**src/sv/pit_square_wave_synth_top_macros.svh**
```systemverilog
// ----------------------------------------------------------------------------
// pit_square_wave_synth_top_macros.svh
// Assertion macros for the square wave synthesizer; empty when assertions are off.
// ----------------------------------------------------------------------------
`ifndef PIT_SQUARE_WAVE_SYNTH_TOP_MACROS_SVH
`define PIT_SQUARE_WAVE_SYNTH_TOP_MACROS_SVH

`ifndef NO_ASSERTIONS
// same-cycle implication, sampled on clk, off during reset
`define PSWS_ASSERT_IMPL(label, lhs, rhs) \
	label: assert property (@(posedge clk) disable iff (!arst_n) (lhs) |-> (rhs)) \
		else $error("psws assertion failed");
// next-cycle implication, sampled on clk, off during reset
`define PSWS_ASSERT_NEXT(label, lhs, rhs) \
	label: assert property (@(posedge clk) disable iff (!arst_n) (lhs) |=> (rhs)) \
		else $error("psws assertion failed");
`else
`define PSWS_ASSERT_IMPL(label, lhs, rhs)
`define PSWS_ASSERT_NEXT(label, lhs, rhs)
`endif

`endif

```
**src/sv/psws_pkg.sv**
```systemverilog
// ----------------------------------------------------------------------------
// psws_pkg
// Shared types and constants of the timer square wave synthesizer.
// ----------------------------------------------------------------------------
package psws_pkg;

	localparam int DIV_W   = 16;
	localparam int AMP_W   = 15;
	localparam int SMP_W   = 16;
	localparam int PHASE_W = 32;

	localparam logic [AMP_W-1:0] AMP_RESET = 15'd8192;

	typedef enum logic [1:0] {
		ST_IDLE,
		ST_DIV,
		ST_HOLD
	} state_t;

	typedef struct packed {
		logic busy;
		logic done;
	} div_stat_t;

endpackage

```
**src/sv/pit_square_wave_synth_top.sv**
```systemverilog
// ----------------------------------------------------------------------------
// pit_square_wave_synth_top
// Square wave tone synthesizer driven by a timer divisor, one sample per request.
// ----------------------------------------------------------------------------
// channel  | direction | tdata            | tuser    | tlast
// s_*      | in        | [15:0] divisor   | gate_on  | chunk_last
// m_*      | out       | [15:0] sample    | -        | end_of_chunk
// cfg_*    | in        | [14:0] amplitude | -        | -
//
// A tone request waits on the bit-serial divider computing the phase step;
// a silent request (gate off or divisor zero) skips the divider.
// One request is in work at a time; the output register holds a finished
// sample while the next request is taken, and a stalled output holds the
// next finished request until the slot frees. No clearing pass after reset.
// ----------------------------------------------------------------------------
`include "pit_square_wave_synth_top_macros.svh"

module pit_square_wave_synth_top #(
	parameter int TIMER_CLOCK_HZ = 1193182,
	parameter int OUTPUT_RATE_HZ = 48000
) (
	input  logic        clk,
	input  logic        arst_n,
	input  logic        s_tvalid,
	output logic        s_tready,
	input  logic [15:0] s_tdata,    // [15:0] divisor
	input  logic        s_tuser,    // [0] gate_on
	input  logic        s_tlast,
	output logic        m_tvalid,
	input  logic        m_tready,
	output logic [15:0] m_tdata,    // [15:0] sample
	output logic        m_tlast,
	input  logic        cfg_we,
	input  logic [14:0] cfg_wdata
);

	localparam int PW = psws_pkg::PHASE_W;
	localparam int SW = psws_pkg::SMP_W;

	psws_pkg::state_t    state_q, state_d;
	psws_pkg::div_stat_t div_st;

	logic [PW-1:0]              phase_q;
	logic [PW-1:0]              step;
	logic [psws_pkg::AMP_W-1:0] amp_q;
	logic [SW-1:0]              smp_q;
	logic                       last_q;
	logic [SW-1:0]              m_smp_q;
	logic                       m_last_q;
	logic                       m_valid_q;

	logic accept;
	logic tone;
	logic div_start;
	logic load_out;
	logic [SW-1:0] smp_pos;

	assign accept  = s_tvalid && s_tready;
	assign tone    = s_tuser && (s_tdata != 16'd0);
	assign smp_pos = {1'b0, amp_q};

	always_comb begin
		state_d = state_q;
		unique case (state_q)
			psws_pkg::ST_IDLE: begin
				if (accept) state_d = tone ? psws_pkg::ST_DIV : psws_pkg::ST_HOLD;
			end
			psws_pkg::ST_DIV: begin
				if (div_st.done) state_d = psws_pkg::ST_HOLD;
			end
			psws_pkg::ST_HOLD: begin
				if (!m_valid_q || m_tready) state_d = psws_pkg::ST_IDLE;
			end
			default: state_d = psws_pkg::ST_IDLE;
		endcase
	end

	always_comb begin
		s_tready  = (state_q == psws_pkg::ST_IDLE);
		div_start = (state_q == psws_pkg::ST_IDLE) && s_tvalid && tone;
		load_out  = (state_q == psws_pkg::ST_HOLD) && (!m_valid_q || m_tready);
	end

	psws_step_div #(
		.TIMER_CLOCK_HZ(TIMER_CLOCK_HZ),
		.OUTPUT_RATE_HZ(OUTPUT_RATE_HZ)
	) u_div (
		.clk    (clk),
		.arst_n (arst_n),
		.start  (div_start),
		.divisor(s_tdata),
		.stat   (div_st),
		.step   (step)
	);

	always_ff @(posedge clk or negedge arst_n) begin
		if (!arst_n) begin
			state_q   <= psws_pkg::ST_IDLE;
			phase_q   <= '0;
			amp_q     <= psws_pkg::AMP_RESET;
			m_valid_q <= 1'b0;
		end else begin
			state_q <= state_d;
			if (cfg_we) amp_q <= cfg_wdata;
			// advance the phase once the step is ready, wrapping modulo one waveform period
			if ((state_q == psws_pkg::ST_DIV) && div_st.done) phase_q <= phase_q + step;
			if (load_out) m_valid_q <= 1'b1;
			else if (m_tready) m_valid_q <= 1'b0;
		end
	end

	always_ff @(posedge clk) begin
		if (accept) begin
			last_q <= s_tlast;
			// sample from the phase before this request's advance
			if (!tone) smp_q <= '0;
			else if (phase_q[PW-1]) smp_q <= SW'(0) - smp_pos;
			else smp_q <= smp_pos;
		end
		if (load_out) begin
			m_smp_q  <= smp_q;
			m_last_q <= last_q;
		end
	end

	assign m_tvalid = m_valid_q;
	assign m_tdata  = m_smp_q;
	assign m_tlast  = m_last_q;

	`PSWS_ASSERT_IMPL(a_idle_div_free, s_tready, !div_st.busy)
	`PSWS_ASSERT_IMPL(a_done_in_div, div_st.done, state_q == psws_pkg::ST_DIV)
	`PSWS_ASSERT_NEXT(a_phase_hold, !div_st.done, $stable(phase_q))

endmodule

```
**src/sv/psws_step_div.sv**
```systemverilog
// ----------------------------------------------------------------------------
// psws_step_div
// Bit-serial restoring divider: step = (timer clock << 32) / (divisor * rate).
// ----------------------------------------------------------------------------
module psws_step_div #(
	parameter int TIMER_CLOCK_HZ = 1193182,
	parameter int OUTPUT_RATE_HZ = 48000
) (
	input  logic                          clk,
	input  logic                          arst_n,
	input  logic                          start,
	input  logic [psws_pkg::DIV_W-1:0]    divisor,
	output psws_pkg::div_stat_t           stat,
	output logic [psws_pkg::PHASE_W-1:0]  step
);

	localparam int TW = $clog2(TIMER_CLOCK_HZ + 1);
	localparam int RW = $clog2(OUTPUT_RATE_HZ + 1);
	localparam int DW = psws_pkg::DIV_W + RW;
	localparam int QW = psws_pkg::PHASE_W;
	localparam int NW = TW + QW;
	localparam int CW = $clog2(NW + 1);

	localparam logic [DW-1:0] RATE_C = DW'(OUTPUT_RATE_HZ);
	localparam logic [NW-1:0] NUM_C  = {TW'(TIMER_CLOCK_HZ), {QW{1'b0}}};

	logic [DW-1:0] den_q;
	logic [DW-1:0] rem_q;
	logic [NW-1:0] num_q;
	logic [QW-1:0] quo_q;
	logic [CW-1:0] cnt_q;
	logic          busy_q;
	logic          done_q;

	logic [DW:0]   trial;
	logic [DW:0]   diff;
	logic          qbit;

	// shift in the next numerator bit and try one subtract
	assign trial = {rem_q, num_q[NW-1]};
	assign diff  = trial - {1'b0, den_q};
	assign qbit  = !diff[DW];

	always_ff @(posedge clk or negedge arst_n) begin
		if (!arst_n) begin
			busy_q <= 1'b0;
			done_q <= 1'b0;
			cnt_q  <= '0;
		end else begin
			done_q <= 1'b0;
			if (start) begin
				busy_q <= 1'b1;
				cnt_q  <= CW'(NW);
			end else if (busy_q) begin
				cnt_q <= cnt_q - CW'(1);
				if (cnt_q == CW'(1)) begin
					busy_q <= 1'b0;
					done_q <= 1'b1;
				end
			end
		end
	end

	always_ff @(posedge clk) begin
		if (start) begin
			den_q <= DW'(divisor) * RATE_C;
			rem_q <= '0;
			num_q <= NUM_C;
		end else if (busy_q) begin
			rem_q <= qbit ? diff[DW-1:0] : trial[DW-1:0];
			num_q <= {num_q[NW-2:0], 1'b0};
			quo_q <= {quo_q[QW-2:0], qbit};
		end
	end

	assign stat.busy = busy_q;
	assign stat.done = done_q;
	assign step      = quo_q;

endmodule

```
**config.mk**
```make
export PLATFORM = sky130hd
export DESIGN_NAME = pit_square_wave_synth_top
export DESIGN_NICKNAME = d
export VERILOG_FILES = /design/src/sv/psws_pkg.sv /design/src/sv/pit_square_wave_synth_top.sv /design/src/sv/psws_step_div.sv
export VERILOG_INCLUDE_DIRS = /design/src /design/src/sv
export SDC_FILE = /design/constraint.sdc
export NUM_CORES = 1
export LEC_CHECK = 0
export BUFFER_PORTS_ARGS = -buffer_cell sky130_fd_sc_hd__buf_2
export CORE_MARGIN = 3
export CORE_UTILIZATION = 55
export CTS_BUF_LIST = sky130_fd_sc_hd__clkbuf_8
export DETAILED_ROUTE_END_ITERATION = 6
export PLACE_DENSITY = 0.73
export SLEW_MARGIN = 10
export SYNTH_ARGS = -nofsm -noshare
export SYNTH_HDL_FRONTEND = slang
export SYNTH_SLANG_ARGS = --single-unit
export TNS_END_PERCENT = 30
```
**constraint.sdc**
```tcl
create_clock -name clk -period 2.85 [get_ports clk]
set_input_delay 0.57 -clock clk [delete_from_list [all_inputs] [get_ports clk]]
set_output_delay 0.57 -clock clk [all_outputs]
set_load 0.02 [all_outputs]
```
== Yosys cells after proc, flatten, opt, wreduce, memory -nomap -nowiden ==
Cells that the tools add are included.
Storage, ports and cells
  bits in registers: 201
  input bits: 38
  output and inout bits: 19
  word-level logic and storage cells: 60
Operators by class
  $add $sub $neg: 4
  $mul: 1
  equal/unequal tests: 6
  multiplexer cells: 17
  bitwise logic cells: 1
  reductions and logical operators: 15
Operator list (count)
  $sub A33 B32 Y33: 1
  $add A32 B32 Y32: 1
  $mux W32: 1
  $mul A16 B9 Y25 const B: 1
  $reduce_bool A16 Y1: 1
  $sub A1 B15 Y16 const A: 1
  $mux W15: 1
  $mux W6: 2
  $mux W1: 8
  $mux W2: 4
  $eq A6 B1 Y1 const B: 1
  $ne A2 B1 Y1 const B: 3
  $pmux W2 S3: 1
  $sub A6 B1 Y6 const B: 1
  $logic_and A1 B1 Y1: 5
  $reduce_and A2 Y1: 2
  $reduce_bool A2 Y1: 2
  $reduce_and A3 Y1: 1
  $eq A2 B1 Y1 const B: 1
  $eq A2 B2 Y1 const B: 1
  $logic_not A1 Y1: 2
  $logic_not A2 Y1: 1
  $logic_or A1 B1 Y1: 1
  $not A1 Y1: 1

== Logic depth before layout (Yosys ltp) ==
  depth in word-level cells: 5
  gate-level depth with buffers: 18
  gate-level depth less buffers: 18

== By module ==
From an unflattened synthesis, not the netlist that was laid out.
Unflattened totals
  cells, all modules: 1428
  area total of the unflattened synthesis: 14124.8 um2
Modules (own cells, without submodules)
  psws_step_div: times used 1, cells an instance 923, area an instance 9036.2 um2
  pit_square_wave_synth_top: times used 1, cells an instance 505, area an instance 5088.6 um2

== Worst setup path after synthesis ==
Ideal clock, no wire load.
  path type: input to register
  from: input s_tdata[7]
  to: register u_div.den_q[31], data pin
  setup time: 0.258 ns
  arrival time: 4.592 ns
  required time: 2.592 ns
  setup slack: -1.999 ns
  cell stages on the path: 17
  buffers on the path: 0
  cells stage by stage: fa_1 > inv_1 > fa_1 > inv_1 > fa_1 > inv_1 > fa_1 > inv_1 > ha_1 > o21a_1 > o21ai_0 > o41ai_1 > o221ai_1 > o21ai_0 > a41o_1 > a21oi_1 > xnor2_1
Between the ends
  longest elaborated chain between the ends: 1
Ends and longest elaborated chain
  start, declared: line pit_square_wave_synth_top.sv:26  | input logic [15:0] s_tdata,
  $mul A16 B9 Y25: line psws_step_div.sv:66  | den_q <= DW'(divisor) * RATE_C;
  end signal, assigned: line psws_step_div.sv:66
  end, declared: line psws_step_div.sv:27  | logic [DW-1:0] den_q;
No other way between the ends.
A chain may end at the register's enable or synchronous reset.

== Worst setup path in the final report ==
  from: input s_tdata[12]
  to: register u_div.den_q[30], data pin
Same word-level chain as after synthesis.

==> impl_metrics.toml <==
[timing]
clock-skew-final_ps = 16.6
setup_viol_count_final = 19
least_margin_pin_slew_ps = 1040
grt_setup_unrepaired = "true"
fin_crit_sh_pct = 148
setup_ws_ps = -1380
timing_max_transition_violations_final = 0
fin_crit_ps = 4230
max_clock_freq_ghz = 0.237
finalHoldViolations = 0
slew-limit-headroom_pct = 31.0

[drt]
ant_nets = 0
post_drt_wl_per_cell_um = 14.0
detailedRoute.firstIterationViolations = 622
met1Wirelength_mm = 12.1
highest-signal-layer = "met4"
via_per_inst = 5.26
routed_wl_mm = 26.6
drc = 0
route.met2.wl_mm = 12.7
drt_first_pass_iters = 7
met3RoutedLength_mm = 1.12
vias_after_detailed_routing = 9985

[place]
hpwl_mm = 19.8
placement.setup.worst_slack_ps = -2020
numPortBuffers = 56
routabilityCongestion = 0.916

[synth]
synth_edf_count = 91
synth_sequential_area_ratio_pct = 37.9
post_synthesis_instance_total = 1363
postSynthAreaPerCell_um2 = 10.1
synth.ff_latch_count = 201
mappedNetlistNets = 1607
synthesis.area_um2 = 13800
unique_masters_post_synth = 76
dominantRegCellSynth = "sky130_fd_sc_hd__edfxtp_1"
synthArstFlopShare_pct = 28.9
ys.warnings.count = 0

[worst_setup_path]
crit_path_required_time_ps = 3160
crit_path_max_fanout = 5
path_class = "input pin to register"
timing.critical_path.from_type = "input pin"
crit_arrival_ps = 4530
endpoint_kind = "register"
timing.reg2reg.worst_path_depth = 12

[flow_run]
maxCapViolCount = 0

[pwr]
report.power.total_w = 0.0194
power_per_cell_area_nw_per_um2 = 1170
worst_ir_drop_vdd_v = 0.000648
cellLeakagePower_nw = 8.03

[floorplan]
rows = 57
design.core.area_um2 = 24500
floorplan.initialDensity_pct = 56.4
design.portCount = 57
dieHeight_um = 164
chipWidth_um = 164
floorplan.die_area_um2 = 27000

[finish]
nFillCells = 1840
mostFrequentLayoutCell = "sky130_fd_sc_hd__inv_1"
layout-area-overhead-vs-synth_pct = 19.9
multi_input_comb_area_um2 = 8030
sequential_cell_area_um2 = 5230
antenna_cells = 0
most-common-layout-cells = "sky130_fd_sc_hd__inv_1 (213), sky130_fd_sc_hd__buf_4 (122), sky130_fd_sc_hd__ha_1 (119), sky130_fd_sc_hd__nand2_1 (91), sky130_fd_sc_hd__edfxtp_1 (91)"
final_nets = 1795
layout-drive-gt1-share_pct = 21.6

[worst_hold_path]
hold_path.class = "input pin to register"
min_delay_path_depth = 1

[outcome]
failed_checks = "setup timing"
status = "finished, violations left"

[global_routing]
grt_max_degree = 66
track_usage_pct = 19.9
initial_antenna_violation_count = 0
global_route.overflow_total = 0
grt_first_pass_wirelength_mm = 45.3
first_global_vias = 9931

[cts]
clock-root-buffer = "sky130_fd_sc_hd__clkbuf_8"
worst_setup_hold_path_clk_slew_ps = 60
tritoncts_clock_tree = "yes"
cts_buffer_depth = 3
cts.sinks = 201
clock_insertion_delay_worst_skew_ps = 560
numCtsBuffers = 31
htree_levels = 1
## final timing paths
kind                               startpoint              end  slack, ps
worst max-delay path              s_tdata[12]  u_div.den_q[30]      -1380
worst min-delay path                  s_tlast           last_q        190
worst max register to register  u_div.step[0]      phase_q[30]        -40
worst min register to register       smp_q[2]       m_tdata[2]        420
max in group asynchronous              arst_n        amp_q[13]       1990
min in group asynchronous              arst_n      phase_q[15]        530
## synthesized netlist by cell type, drive strengths merged (3+ instances only)
cell | number | area (um^2)
o21a | 16 | 120
nor3 | 15 | 75.1
nand2b | 16 | 100
nor2b | 12 | 75.1
a211oi | 8 | 60.1
dfxtp | 52 | 1040
nand4 | 7 | 50.1
or3 | 7 | 45.1
o2111ai | 3 | 26.3
and2 | 6 | 40.0
a21boi | 4 | 30.0
a41o | 3 | 30.0
a21oi | 78 | 390
o211ai | 4 | 30.0
clkbuf | 28 | 129
dfrtp | 57 | 1430
xnor2 | 49 | 429
ha | 136 | 1700
edfxtp | 91 | 2730
a31oi | 5 | 31.3
buf | 4 | 30.0
o31ai | 7 | 66.3
o41ai | 5 | 51.3
nand3b | 3 | 22.5
o21ai | 93 | 465
o21bai | 5 | 37.5
inv | 216 | 811
nor4 | 3 | 18.8
mux2i | 53 | 531
nand2 | 91 | 342
a21o | 26 | 195
nand3 | 14 | 70.1
nor2 | 85 | 319
and3 | 7 | 46.3
fa | 70 | 1400
mux2 | 15 | 169
xor2 | 32 | 299
## critical path, stage by stage
cell,delay [ps]
sky130_fd_sc_hd__buf_12,110
sky130_fd_sc_hd__fa_1,520
sky130_fd_sc_hd__inv_1,50
sky130_fd_sc_hd__fa_1,500
sky130_fd_sc_hd__inv_2,50
sky130_fd_sc_hd__fa_1,550
sky130_fd_sc_hd__inv_2,40
sky130_fd_sc_hd__fa_1,540
sky130_fd_sc_hd__inv_2,50
sky130_fd_sc_hd__ha_4,230
sky130_fd_sc_hd__a21o_1,190
sky130_fd_sc_hd__a21oi_2,140
sky130_fd_sc_hd__nor2_1,50
sky130_fd_sc_hd__a21oi_1,160
sky130_fd_sc_hd__o31ai_2,110
sky130_fd_sc_hd__o41a_1,420
sky130_fd_sc_hd__a41oi_2,180
sky130_fd_sc_hd__xnor2_1,90
## timing repair
item / 4_1_cts / 5_1_grt
resized for setup: 30 / 71
buffers inserted: 5 / 11
hold buffers: 1 / 0
endpoints found under the setup margin: 47 / 57
hold endpoints to repair: 32 / 0
pin swaps: 25 / 62
## per-stage QoR
stage          area, um^2  cells  hold slack, ps  TNS (ps)  util [%]
2_1_floorplan       14000   1363             274    -23660         -
3_3_place_gp        15400   1830             401    -29170      63.1
3_5_place_dp        15400   1830             405    -30330      63.1
4_1_cts             16200   1892             156    -17200      66.2
5_1_grt             16500   1900             166    -19600      67.6
6_report            16500   1900             191    -16060      67.6
## final cells by class
type | instances | share of cell area [%]
multi-input cells | 912 | 48.6
clock buffers | 33 | 2.75
inverters | 216 | 4.90
flip-flops and latches | 201 | 31.6
repair buffers | 189 | 8.72
well taps | 324 | 2.45
clock inverters | 25 | 0.969
## per-layer routing
layer / GRT usage, % / vias to the layer above
met1: 27.2 / 4733
met5: 0 / -
met2: 33.9 / 183
li1: - / 5016
met3: 2.19 / 53
met4: 5.46 / 0
## power by group
part	switching [W]	internal [W]	leakage, nW	total (W)
registers	0.000654	0.00443	2.06	0.00509
clock network	0.00111	0.00125	0.359	0.00236
logic	0.00589	0.00604	5.61	0.0119
## logic make-up (layout without fill, tap and decap cells)
group	Yosys count	count (layout)	synth area share, %
fa+ha+maj	206	206	22.5
xor+xnor	81	81	5.28
buf+inv	250	463	7.20
simple gates	277	277	9.41
flops	201	201	37.9
compound gates	280	280	12.6
mux	68	68	5.07
## sequential cells by signal, summed over array words and instances, names as in the netlist, 15 cells and up
signal,cells
amp_q,15
phase_q,32
u_div.den_q,25
u_div.num_q,20
u_div.rem_q,32
m_tdata,16
u_div.step,32
smp_q,16
Note: power is estimated with default switching activity, not from simulation.
